File: src/hw/rtl/cprc_pkg.sv
package cprc_pkg;

   localparam int unsigned MAX_CLAUSES_DEF  = 256;
   localparam int unsigned MAX_LITERALS_DEF = 32;
   localparam int unsigned LITERAL_BITS_DEF = 20;

   localparam int unsigned INDEX_BITS  = 8;
   localparam int unsigned STATUS_BITS = 3;
   localparam int unsigned MERGE_BITS  = 6;
   localparam int unsigned COUNT_BITS  = 9;
   localparam int unsigned QUEUE_DEPTH = 2;

   typedef enum logic [1:0] {
      OP_APPEND,
      OP_CLOSE,
      OP_QUERY,
      OP_CLEAR
   } op_type;

   typedef enum logic [STATUS_BITS-1:0] {
      ST_OK,
      ST_FULL,
      ST_TOO_LONG,
      ST_BAD_INDEX,
      ST_BAD_LITERAL
   } status_type;

   typedef enum logic [1:0] {
      CMD_NONE,
      CMD_LITERAL,
      CMD_LENGTH,
      CMD_QUERY
   } cmd_kind_type;

   typedef struct packed {
      cmd_kind_type            kind;
      status_type              status;
      logic [INDEX_BITS-1:0]   first;
      logic [INDEX_BITS-1:0]   second;
      logic [COUNT_BITS-1:0]   count;
   } cmd_type;

   typedef enum logic [2:0] {
      BK_IDLE,
      BK_LENGTH,
      BK_PRIME,
      BK_STEP,
      BK_DONE
   } back_state_type;

   typedef enum logic {
      PH_RESOLVE,
      PH_MERGE
   } phase_type;

endpackage

File: src/hw/rtl/cprc_queue.sv
module cprc_queue #(
   parameter int unsigned WIDTH = 8
) (
   input  logic             clock,
   input  logic             reset,
   input  logic             push,
   input  logic [WIDTH-1:0] push_data,
   output logic             push_ready,
   input  logic             pop,
   output logic             pop_valid,
   output logic [WIDTH-1:0] pop_data
);
   import cprc_pkg::*;

   localparam int unsigned PW = (QUEUE_DEPTH > 1) ? $clog2(QUEUE_DEPTH) : 1;
   localparam int unsigned CNW = $clog2(QUEUE_DEPTH + 1);

   logic [WIDTH-1:0] slot_ff [QUEUE_DEPTH];
   logic [PW-1:0]    wr_ptr_ff, wr_ptr_in;
   logic [PW-1:0]    rd_ptr_ff, rd_ptr_in;
   logic [CNW-1:0]   count_ff, count_in;
   logic             do_push, do_pop;

   assign push_ready = (count_ff != CNW'(QUEUE_DEPTH));
   assign pop_valid  = (count_ff != '0);
   assign pop_data   = slot_ff[rd_ptr_ff];
   assign do_push    = push && push_ready;
   assign do_pop     = pop && pop_valid;

   always_comb begin
      wr_ptr_in = wr_ptr_ff;
      rd_ptr_in = rd_ptr_ff;
      count_in  = count_ff;
      if (do_push) begin
         wr_ptr_in = (wr_ptr_ff == PW'(QUEUE_DEPTH - 1)) ? '0 : wr_ptr_ff + PW'(1);
      end
      if (do_pop) begin
         rd_ptr_in = (rd_ptr_ff == PW'(QUEUE_DEPTH - 1)) ? '0 : rd_ptr_ff + PW'(1);
      end
      if (do_push && !do_pop) begin
         count_in = count_ff + CNW'(1);
      end else if (do_pop && !do_push) begin
         count_in = count_ff - CNW'(1);
      end
   end

   always_ff @(posedge clock) begin
      if (reset) begin
         wr_ptr_ff <= '0;
         rd_ptr_ff <= '0;
         count_ff  <= '0;
      end else begin
         wr_ptr_ff <= wr_ptr_in;
         rd_ptr_ff <= rd_ptr_in;
         count_ff  <= count_in;
      end
   end

   always_ff @(posedge clock) begin
      if (do_push) begin
         slot_ff[wr_ptr_ff] <= push_data;
      end
   end

endmodule

File: config.mk
export PLATFORM = sky130hd
export DESIGN_NAME = cprc_queue
export DESIGN_NICKNAME = d
export VERILOG_FILES = /design/src/hw/rtl/cprc_pkg.sv /design/src/hw/rtl/cprc_queue.sv
export SDC_FILE = /design/constraint.sdc
export NUM_CORES = 1
export LEC_CHECK = 0
export BUFFER_PORTS_ARGS = -buffer_cell sky130_fd_sc_hd__clkbuf_2
export CORE_MARGIN = 2
export CORE_UTILIZATION = 49
export CTS_CLUSTER_SIZE = 14
export DETAILED_ROUTE_END_ITERATION = 7
export PLACE_DENSITY_LB_ADDON = 0.15
export SYNTH_ARGS = -nofsm -noshare
export SYNTH_HDL_FRONTEND = slang
export SYNTH_SLANG_ARGS = --single-unit
File: constraint.sdc
create_clock -name clock -period 1.9 [get_ports clock]
set_clock_uncertainty 0.2 [all_clocks]
set_input_delay 0.095 -clock clock [delete_from_list [all_inputs] [get_ports clock]]
set_output_delay 0.095 -clock clock [all_outputs]
set_load 0.01 [all_outputs]
==> results <==
- After technology mapping, the gate count stands at 49.
- The power dissipated by switching net loads is 362 uW.
- The number of hold violations in the final report is 0.
- Setup repair after global routing left no endpoint under its margin.
- The die is approximately 45 um wide.
- The total of max-cap violations is 0.
- No sink is reached through more buffers than the 2 on the longest clock path.
- The antenna diode count is 0.
- The detailed-route vias per instance is 4.99.
- The count of unique library cells instantiated by Yosys is 17.
- In this run the worst path has a maximum fanout of 5.
- The power per standard cell area is 1170 nW/um^2.
- The initial antenna violation count came to 0.
- Summing the sequential cell areas from Yosys gives a little over 70% of the chip area.
- The count of fill cells added during filler insertion is 114.
- The kind of critical path is reg2reg.
- The total via count after detailed routing is 494.
- The detailed router finished its first iteration with 3 violations.
- Row generation in the floorplan step produced 14 rows.
- TritonCTS built the clock tree.
- The mapped netlist covers 806 sq um.
- The internal portion of the total power is between 800 and 900 uW.
- Cells fill 69.0% of the core in the end.
- The post-route netlist has 42.2% of its cells at a drive strength greater than 1.
- Across the whole layout, storage elements account for about 580 sq um.
- STA classifies the critical path endpoint as a register.
- The total global-route track usage is between 10% and 20%.
- During placement, the flow inserted port buffers numbering 21.
- In this run, the combinational gates consume 31.0% of the power.
- The first global-routing pass estimated 1990 um of wire.
- The HPWL after detailed placement is 825 um.
- CTS placed an instance of clkbuf_4 at the clock tree root.
- The DRC violation count after routing is 0.
- By area the synthesized netlist is led by edfxtp_1 60%, dfxtp_1 12%, mux2_2 11%.
- The startpoint class of the critical path is a register.
- After clock tree synthesis, the clock-pin slew on the worst setup and hold paths is roughly 0.11 ns.
- Entering global routing, the biggest net connects 12 pins.
- The final sum of negative setup slack is 0 ns.
- The synthesis-to-layout area growth is 30.6%.
- After global routing the overflow that remains totals 0.
- The initial utilization of the core area, before any placement, comes to 52.9%.
- Yosys printed 0 warnings.
- The flow ran to the end, and the final reports show no timing, DRC or antenna violations.
- The required time at the endpoint of the critical path is around 1.9 ns.
- The maximum clock frequency is around 0.56 GHz.
- The flop and latch count out of synthesis is 21.
- The number of nets at the end of the flow is 97.
- The final max-slew violation count came to 0.
- The die covers 1980 sq um.
- The net switching share of the total power is 29.4%.
- The floorplan step set the die height to 44.6 um.
- The final hold slack is 0.0211 ns.
- Data arrives at the worst endpoint at 1.80 ns.
- In this run the number of H-tree levels came out at 1.
- At the pin with the least slew margin, the transition time is 0.372 ns.
- The class of the most critical hold timing path is in2reg.
- The number of setup violations in the final report is 0.
- The clock latency reported for the late side of the worst-skew pair is 0.29 ns.
- edfxtp_1 takes more of the synthesized area than any other cell.
- VDD sags by at most approximately 0.73 mV.
- The mean instance size in the synthesized netlist is 16.4 sq um.
- The post-synthesis net count is 62.
- For this design the static power due to leakage is 0.429 nW.
- Registers are responsible for a little over half of the overall power.
- The final critical-path required period is 1.77 ns.
- The number of clock sinks is 21.
- The first detailed-routing pass took 3 iterations.
- The floorplan step defined a core boundary enclosing about 1500 sq um.
- Leaving out filler cells and counting taps, the final layout contains slightly below 100.
- The routed length per placed instance is 12.9 um.
- The headroom to the max-slew limit is about 75%.
- The congestion estimate from routability-driven global placement came to 0.731.
- The via count of the first global-routing pass was 495.
- 22 I/O pins were placed.
- The CTS buffer count is 3.
- The cell count after placement is between 80 and 90.
- The top cell type's share of synthesized area is 59.6%.
- The detail route stage leaves a number of antenna-violating nets equal to 0.
- The clock network burns around 17% of the power.
- The final critical path takes up 93.3% of the cycle.
- The total wire length is 1270 um.
- The number of resized instances in the post-cts repair step is 0.
- In the final layout, the multi-input gates occupy 216 sq um.
-- layout make-up --
| type | count | area share [%] |
|---|---|---|
| Sequential cell | 21 | 55.2 |
| Multi-Input combinational cell | 26 | 20.6 |
| Timing Repair Buffer | 31 | 19.5 |
| Clock buffer | 4 | 2.50 |
| Tap cell | 16 | 1.90 |
| Inverter | 1 | 0.357 |
-- cell usage after synthesis (all sizes together) --
master,number
nor2,3
buf,1
nand2b,1
a21bo,1
a21oi,2
and2,1
xor2,3
dfxtp,5
nand3b,1
or2,1
edfxtp,16
and3,1
ha,1
mux2,8
inv,1
o21ai,2
or3,1
-- state kept, by name (all words and copies together) (netlist names), named ones only --
| register | flops |
|---|---|
| wr_ptr_ff | 1 |
| count_ff | 2 |
| slot_ff | 16 |
| rd_ptr_ff | 1 |
-- worst paths after layout --
kind / from / endpoint / slack, ns / depth (start not counted)
max: count_ff[0]$_SDFFE_PP0P_ / count_ff[1]$_SDFFE_PP0P_ / 0.13 / 5
min: pop / rd_ptr_ff$_SDFFE_PP0P_ / 0.02 / 4
max reg2reg: count_ff[0]$_SDFFE_PP0P_ / count_ff[1]$_SDFFE_PP0P_ / 0.13 / 5
min reg2reg: rd_ptr_ff$_SDFFE_PP0P_ / rd_ptr_ff$_SDFFE_PP0P_ / 0.33 / 2
-- metrics by stage --
stage / total power, mW / setup WS [ns] / instance area (sq um)
finish: 1.23 / 0.128 / 1050
global route: 1.31 / 0.0297 / 1050
CTS: 1.24 / 0.121 / 1050
detailed placement: 1.02 / 0.144 / 926
global placement: 1.01 / 0.183 / 926
floorplan: 0.902 / 0.201 / 806
-- routing by layer --
layer / share of wire (%) / up-vias / track usage (%)
met5: 0 / - / 0
met2: 51 / 15 / 25.8
met1: 44 / 231 / 16.3
li1: - / 248 / -
met4: 0 / 0 / 5.45
met3: 4.5 / 0 / 3.67
-- cell usage in the layout, fill, tap and decap left out, drive strengths merged --
master        n
dlygate4sd3  10
mux2          8
a21oi         2
xor2          3
and2          1
and3          1
a21bo         1
o21ai         2
clkbuf       25
edfxtp       16
or2           1
nand3b        1
ha            1
nand2b        1
inv           1
nor2          3
or3           1
dfxtp         5
-- worst max-delay path: stages (launching register included) --
cell and delay [ns]:
dfxtp_1 0.37, nand2b_4 0.17, and2_1 0.16, ha_1 0.30
or3_1 0.38, a21oi_1 0.14
-- power groups by stage --
stage / logic, mW / registers, mW / clock network, mW
after floorplan: 0.278 / 0.624 / 0
final: 0.381 / 0.644 / 0.205
after detailed placement: 0.366 / 0.656 / 0
after global placement: 0.360 / 0.652 / 0
after global routing: 0.418 / 0.654 / 0.236
after CTS: 0.387 / 0.646 / 0.211
-- kinds of logic after synthesis --
group                    share of synthesized area (%)
AO/OA/AOI/OAI                                     3.73
XOR/XNOR                                          3.26
multiplexers                                      11.2
AND/OR/NAND/NOR                                   7.14
buffers and inverters                             1.09
flip-flops                                        72.1
adder cells (fa/ha/maj)                           1.55
-- timing repair --
item | in CTS | in global routing
endpoints found under the hold margin | 21 | 0
hold buffers | 10 | 0
setup buffers | 0 | 0
Note: power is estimated with default switching activity, not from simulation.
