`config.mk`:
```
export PLATFORM = sky130hd
export DESIGN_NAME = cprc_front
export DESIGN_NICKNAME = d
export VERILOG_FILES = /design/src/hw/rtl/cprc_pkg.sv /design/src/hw/rtl/cprc_front.sv
export SDC_FILE = /design/constraint.sdc
export NUM_CORES = 1
export LEC_CHECK = 0
export ABC_AREA = 1
export CORE_MARGIN = 2
export CORE_UTILIZATION = 38
export DETAILED_ROUTE_END_ITERATION = 12
export DONT_BUFFER_PORTS = 1
export PLACE_DENSITY = 0.6
export SYNTH_ARGS = -nofsm -noshare
export SYNTH_HDL_FRONTEND = slang
export SYNTH_SLANG_ARGS = --single-unit
```
`constraint.sdc`:
```
create_clock -name clock -period 2.37 [get_ports clock]
set_input_delay 0.474 -clock clock [delete_from_list [all_inputs] [get_ports clock]]
set_output_delay 0.474 -clock clock [all_outputs]
set_load 0.05 [all_outputs]
```
`src/hw/rtl/cprc_pkg.sv`:
```
package cprc_pkg;

   localparam int unsigned MAX_CLAUSES_DEF  = 256;
   localparam int unsigned MAX_LITERALS_DEF = 32;
   localparam int unsigned LITERAL_BITS_DEF = 20;

   localparam int unsigned INDEX_BITS  = 8;
   localparam int unsigned STATUS_BITS = 3;
   localparam int unsigned MERGE_BITS  = 6;
   localparam int unsigned COUNT_BITS  = 9;
   localparam int unsigned QUEUE_DEPTH = 2;

   typedef enum logic [1:0] {
      OP_APPEND,
      OP_CLOSE,
      OP_QUERY,
      OP_CLEAR
   } op_type;

   typedef enum logic [STATUS_BITS-1:0] {
      ST_OK,
      ST_FULL,
      ST_TOO_LONG,
      ST_BAD_INDEX,
      ST_BAD_LITERAL
   } status_type;

   typedef enum logic [1:0] {
      CMD_NONE,
      CMD_LITERAL,
      CMD_LENGTH,
      CMD_QUERY
   } cmd_kind_type;

   typedef struct packed {
      cmd_kind_type            kind;
      status_type              status;
      logic [INDEX_BITS-1:0]   first;
      logic [INDEX_BITS-1:0]   second;
      logic [COUNT_BITS-1:0]   count;
   } cmd_type;

   typedef enum logic [2:0] {
      BK_IDLE,
      BK_LENGTH,
      BK_PRIME,
      BK_STEP,
      BK_DONE
   } back_state_type;

   typedef enum logic {
      PH_RESOLVE,
      PH_MERGE
   } phase_type;

endpackage

```
`src/hw/rtl/cprc_front.sv`:
```
module cprc_front #(
   parameter int unsigned MAX_CLAUSES  = cprc_pkg::MAX_CLAUSES_DEF,
   parameter int unsigned MAX_LITERALS = cprc_pkg::MAX_LITERALS_DEF,
   parameter int unsigned LITERAL_BITS = cprc_pkg::LITERAL_BITS_DEF,
   parameter int unsigned CW = $clog2(MAX_CLAUSES),
   parameter int unsigned LW = $clog2(MAX_LITERALS + 1)
) (
   input  logic                              clock,
   input  logic                              reset,
   input  logic                              req_valid,
   output logic                              req_ready,
   input  logic [1:0]                        req_op,
   input  logic signed [LITERAL_BITS-1:0]    req_literal,
   input  logic [cprc_pkg::INDEX_BITS-1:0]   req_first_clause,
   input  logic [cprc_pkg::INDEX_BITS-1:0]   req_second_clause,
   input  logic                              q_ready,
   output logic                              q_push,
   output cprc_pkg::cmd_type                 cmd,
   output logic [CW-1:0]                     cmd_clause,
   output logic [LW-1:0]                     cmd_pos,
   output logic signed [LITERAL_BITS-1:0]    cmd_lit
);
   import cprc_pkg::*;

   localparam int unsigned SW = $clog2(MAX_CLAUSES + 1);
   localparam int unsigned QW = (SW > INDEX_BITS) ? SW : INDEX_BITS;
   localparam logic signed [LITERAL_BITS-1:0] LIT_MIN = {1'b1, {(LITERAL_BITS-1){1'b0}}};

   logic [SW-1:0]                  stored_ff, stored_in;
   logic [LW-1:0]                  open_ff, open_in;
   logic signed [LITERAL_BITS-1:0] last_ff, last_in;
   logic                           full, too_long, bad_lit, bad_index;

   assign req_ready  = q_ready;
   assign q_push     = req_valid && q_ready;
   assign cmd_clause = CW'(stored_ff);
   assign cmd_pos    = open_ff;
   assign cmd_lit    = req_literal;

   assign full      = (stored_ff == SW'(MAX_CLAUSES));
   assign too_long  = (open_ff == LW'(MAX_LITERALS));
   assign bad_lit   = (req_literal == '0) || (req_literal <= last_ff);
   assign bad_index = (QW'(req_first_clause) >= QW'(stored_ff))
                   || (QW'(req_second_clause) >= QW'(stored_ff));

   always_comb begin
      cmd.kind   = CMD_NONE;
      cmd.status = ST_OK;
      cmd.first  = req_first_clause;
      cmd.second = req_second_clause;
      stored_in  = stored_ff;
      open_in    = open_ff;
      last_in    = last_ff;
      case (op_type'(req_op))
         OP_APPEND: begin
            if (full) begin
               cmd.status = ST_FULL;
            end else if (bad_lit) begin
               cmd.status = ST_BAD_LITERAL;
            end else if (too_long) begin
               cmd.status = ST_TOO_LONG;
            end else begin
               cmd.kind = CMD_LITERAL;
               open_in  = open_ff + LW'(1);
               last_in  = req_literal;
            end
         end
         OP_CLOSE: begin
            if (full) begin
               cmd.status = ST_FULL;
            end else begin
               cmd.kind  = CMD_LENGTH;
               stored_in = stored_ff + SW'(1);
               open_in   = '0;
               last_in   = LIT_MIN;
            end
         end
         OP_QUERY: begin
            if (bad_index) begin
               cmd.status = ST_BAD_INDEX;
            end else begin
               cmd.kind = CMD_QUERY;
            end
         end
         OP_CLEAR: begin
            stored_in = '0;
            open_in   = '0;
            last_in   = LIT_MIN;
         end
         default: begin
         end
      endcase
      cmd.count = COUNT_BITS'(stored_in);
   end

   always_ff @(posedge clock) begin
      if (reset) begin
         stored_ff <= '0;
         open_ff   <= '0;
         last_ff   <= LIT_MIN;
      end else if (q_push) begin
         stored_ff <= stored_in;
         open_ff   <= open_in;
         last_ff   <= last_in;
      end
   end

endmodule

```
==> impl_metrics.prom <==
# TYPE chip_impl_metric gauge
chip_impl_info{name="end_kind",value="output pin"} 1
chip_impl_metric{name="max_cap_violations",unit=""} 0
chip_impl_metric{name="clock_share_of_power",unit=""} 0.252
chip_impl_metric{name="critPathRequiredTime",unit="ps"} 1900
chip_impl_metric{name="grt_pass1_vias",unit=""} 3143
chip_impl_metric{name="syn-cell-area",unit="um^2"} 3520
chip_impl_metric{name="relSlewSlack",unit=""} 0.698
chip_impl_metric{name="cp_max_fo",unit=""} 3
chip_impl_metric{name="report.final.slew_viol_count",unit=""} 0
chip_impl_metric{name="regToRegSetupSlack",unit="ps"} 320
chip_impl_info{name="cp_slowest_cell",value="dfxtp_2"} 1
chip_impl_metric{name="gp_congestion",unit=""} 0.912
chip_impl_metric{name="final_cell_area",unit="um^2"} 4550
chip_impl_metric{name="grt.overflow.total",unit=""} 0
chip_impl_metric{name="placementRows",unit=""} 35
chip_impl_metric{name="syn_avg_cell_area",unit="um^2"} 6.68
chip_impl_info{name="cts_root_buffer",value="clkbuf_8"} 1
chip_impl_metric{name="cts_buffers",unit=""} 5
chip_impl_info{name="worstSetupStartpointType",value="register"} 1
chip_impl_metric{name="design.final.nets",unit=""} 612
chip_impl_metric{name="drt_drc_violations_left",unit=""} 0
chip_impl_metric{name="critical-path-max-stage-delay",unit="ps"} 340
chip_impl_info{name="outcome",value="finished with violations"} 1
chip_impl_metric{name="p_comb_frac",unit=""} 0.443
chip_impl_info{name="cell_type_with_the_largest_total_area_after_synthesis",value="dfxtp_1"} 1
chip_impl_metric{name="pin_count_of_the_biggest_net_entering_global_routing",unit=""} 53
chip_impl_metric{name="cts_hold_buffers",unit=""} 0
chip_impl_info{name="path_cells",value="inv_2 -> ha_4 -> nand2_4 -> nor2_4 -> nand2_1 -> nor2_2 -> nor2_4 -> nand4_1 -> nand3_2 -> nor3_4 -> nand2_2 -> nand2_4"} 1
chip_impl_metric{name="cellPowerDensity",unit="nW/um^2"} 482
chip_impl_info{name="tritoncts",value="done"} 1
chip_impl_metric{name="clock_sinks",unit=""} 35
chip_impl_metric{name="clk_transition_reported_paths",unit="ps"} 80
chip_impl_metric{name="timing.critical_path.arrival",unit="ps"} 2080
chip_impl_metric{name="synth_seq_area_share",unit=""} 0.199
chip_impl_metric{name="wire_per_inst",unit="um"} 14.4
chip_impl_metric{name="synthCells",unit=""} 527
chip_impl_metric{name="timing.clock.skew",unit="ps"} 11.1
chip_impl_metric{name="io_buffers",unit=""} 0
chip_impl_metric{name="nFillCells",unit=""} 832
chip_impl_metric{name="routed-via-count",unit=""} 3238
chip_impl_metric{name="tightestPinTransition",unit="ps"} 448
chip_impl_metric{name="final_period_minus_worst_setup_slack",unit="ps"} 2550
chip_impl_metric{name="clock_path_buffers",unit=""} 2
chip_impl_metric{name="design.die.area",unit="um^2"} 10000
chip_impl_metric{name="area_delta_synth_final",unit="%"} 29.4
chip_impl_metric{name="starting_density",unit=""} 0.386
chip_impl_metric{name="route.detailed.vias_per_inst",unit=""} 5.04
chip_impl_metric{name="n_antenna_cell",unit=""} 0
chip_impl_metric{name="antenna_violating_nets_post_route",unit=""} 0
chip_impl_metric{name="worst-path-buf-inv",unit=""} 1
chip_impl_metric{name="final_critical_path_setup_slack",unit="ps"} -182
chip_impl_metric{name="period_share",unit=""} 1.08
chip_impl_info{name="hp-class",value="primary input to register"} 1
chip_impl_metric{name="yosys_warnings",unit=""} 0
chip_impl_info{name="failed_checks",value="negative setup slack"} 1
chip_impl_metric{name="initialDrtViolationCount",unit=""} 119
chip_impl_metric{name="sw_frac_of_total",unit=""} 0.380
chip_impl_metric{name="routed_wirelength",unit="mm"} 9.25
chip_impl_metric{name="switching_power",unit="mW"} 0.833
chip_impl_metric{name="netlist-cell-type-count",unit=""} 32
chip_impl_metric{name="hold_violations",unit=""} 0
chip_impl_metric{name="dieHeight",unit="um"} 100
chip_impl_info{name="worst_path_top_cell_family_by_delay",value="simple AND/OR/NAND/NOR gates"} 1
chip_impl_metric{name="core-area",unit="um^2"} 9110
chip_impl_metric{name="htree_levels",unit=""} 2
chip_impl_metric{name="ys_seq_elements",unit=""} 35
chip_impl_metric{name="worstSkewPairLatency",unit="ps"} 290
chip_impl_metric{name="leakagePower",unit="nW"} 1.98
chip_impl_metric{name="timing.final.setup_violations",unit=""} 4
chip_impl_metric{name="seq_area",unit="um^2"} 739
chip_impl_metric{name="net_count_of_the_mapped_netlist",unit=""} 609
chip_impl_metric{name="placed_area",unit="um^2"} 3700
chip_impl_metric{name="chipWidth",unit="um"} 100
chip_impl_metric{name="drt-pass1-iter-count",unit=""} 4
chip_impl_metric{name="place.detailed.hpwl",unit="mm"} 6.45
chip_impl_metric{name="layout-drive-gt1-share",unit=""} 0.433
chip_impl_metric{name="power_frac_seq",unit=""} 0.305
chip_impl_metric{name="first_pass_grt_wire_length",unit="mm"} 14.8
chip_impl_metric{name="int_power",unit="mW"} 1.36
chip_impl_metric{name="fin_total_pwr",unit="mW"} 2.19
chip_impl_metric{name="max_freq",unit="MHz"} 392
chip_impl_metric{name="post-synth-top-area-fraction",unit=""} 0.199
chip_impl_info{name="grt_setup_unrepaired",value="true"} 1
chip_impl_metric{name="antenna_violations_before_repair",unit=""} 0
chip_impl_metric{name="groute.usage.overall",unit=""} 0.182
chip_impl_info{name="critical_path_class",value="register to output pin"} 1
chip_impl_metric{name="multi_input_comb_area",unit="um^2"} 2660
chip_impl_metric{name="num_io_pins",unit=""} 108
chip_impl_info{name="synth.area.top_cells",value="dfxtp_1 20%, ha_1 14%, nand2_1 12%, buf_4 9.6%, inv_1 6.4%"} 1
chip_impl_metric{name="irDropWorstVdd",unit="uV"} 230
## cells in the mapped netlist (all sizes together)
library cell	instances
nand2	112
inv	68
nor2	61
buf	56
a21oi	52
nand3	41
ha	40
dfxtp	35
o21ai	22
nand4	12
clkbuf	7
nor3	7
xor2	4
nor4	2
or2	2
a21o	1
clkinv	1
nand3b	1
o211ai	1
o21a	1
o31ai	1
## worst reg2reg max path: stages (launching register included)
cell	delay (ps)
dfxtp_2	340
inv_2	50
ha_4	280
nand2_4	60
nor2_4	100
nand2_1	80
nor2_2	150
nor2_4	50
nand4_1	90
nand3_2	100
buf_4	160
nand2_4	120
buf_12	170
nand2_1	60
nand2_1	70
nand3_1	60
## what timing repair did
item                                   CTS  global route
pin swaps                               17            26
buffers inserted                        10             3
setup endpoints to repair               13            13
endpoints found under the hold margin    0             0
resized for setup                       87            66
## flip-flops by register name, indices dropped and copies added, names as in the netlist
name	cells
last_ff	20
stored_ff	9
cmd_pos	6
## power groups by stage
stage / Clock (mW) / Sequential (mW) / Combinational [mW]
5_1_grt: 0.596 / 0.674 / 1.07
3_5_place_dp: 0 / 0.673 / 0.796
4_1_cts: 0.579 / 0.667 / 0.907
3_3_place_gp: 0 / 0.671 / 0.782
6_report: 0.554 / 0.669 / 0.971
2_1_floorplan: 0 / 0.703 / 0.727
## worst paths after layout
kind / startpoint / end / cells past startpoint
min: reset / stored_ff[1] / 3
min reg2reg: last_ff[19] / last_ff[19] / 2
max reg2reg: last_ff[19] / last_ff[19] / 15
max: last_ff[19] / cmd[26] / 12
## cells in the final DEF (no fill, tap or decap), drive strengths merged
master / instances
ha: 40
a21oi: 52
nand3: 41
inv: 68
or2: 2
nand3b: 1
clkbuf: 5
bufinv: 1
clkinv: 3
o21ai: 22
dfxtp: 35
nor4: 2
nor2: 61
o31ai: 1
buf: 59
nand2: 112
xor2: 4
a21o: 1
nor3: 7
o211ai: 1
nand4: 12
o21a: 1
## per-layer routing
| layer | vias up | share of wire | global-route usage |
|---|---|---|---|
| li1 | 1671 | - | - |
| met1 | 1480 | 0.45 | 0.230 |
| met2 | 70 | 0.48 | 0.303 |
| met3 | 17 | 0.055 | 0.0467 |
| met4 | 0 | 0.018 | 0.0558 |
| met5 | - | 0 | 0 |
## logic make-up after synthesis
logic type | after synthesis | share of synthesized area
AOI/OAI and AO/OA | 78 | 0.128
xor gates and xnor gates | 4 | 0.00996
adders and majority gates | 40 | 0.142
buffers and inverters | 132 | 0.201
DFF | 35 | 0.199
and+or+nand+nor | 238 | 0.320
## through the flow
stage	std cells	utilization	worst slack (ps)	TNS, ps	hold WS (ps)
after global placement	621	0.406	-57.7	-153	443
after global routing	642	0.500	-349	-1310	336
after detailed placement	621	0.406	-97.8	-302	463
after floorplan	527	-	-67.1	-67.1	428
after CTS	639	0.471	-160	-558	318
final	642	0.500	-182	-486	329
## area by class of cell
class / instances / share of cell area
Timing Repair Buffer: 59 / 0.135
Tap cell: 111 / 0.0305
Clock inverter: 3 / 0.00962
Sequential cell: 35 / 0.162
Inverter: 69 / 0.0629
Multi-Input combinational cell: 360 / 0.584
Clock buffer: 5 / 0.0151
Note: power is estimated with default switching activity, not from simulation.
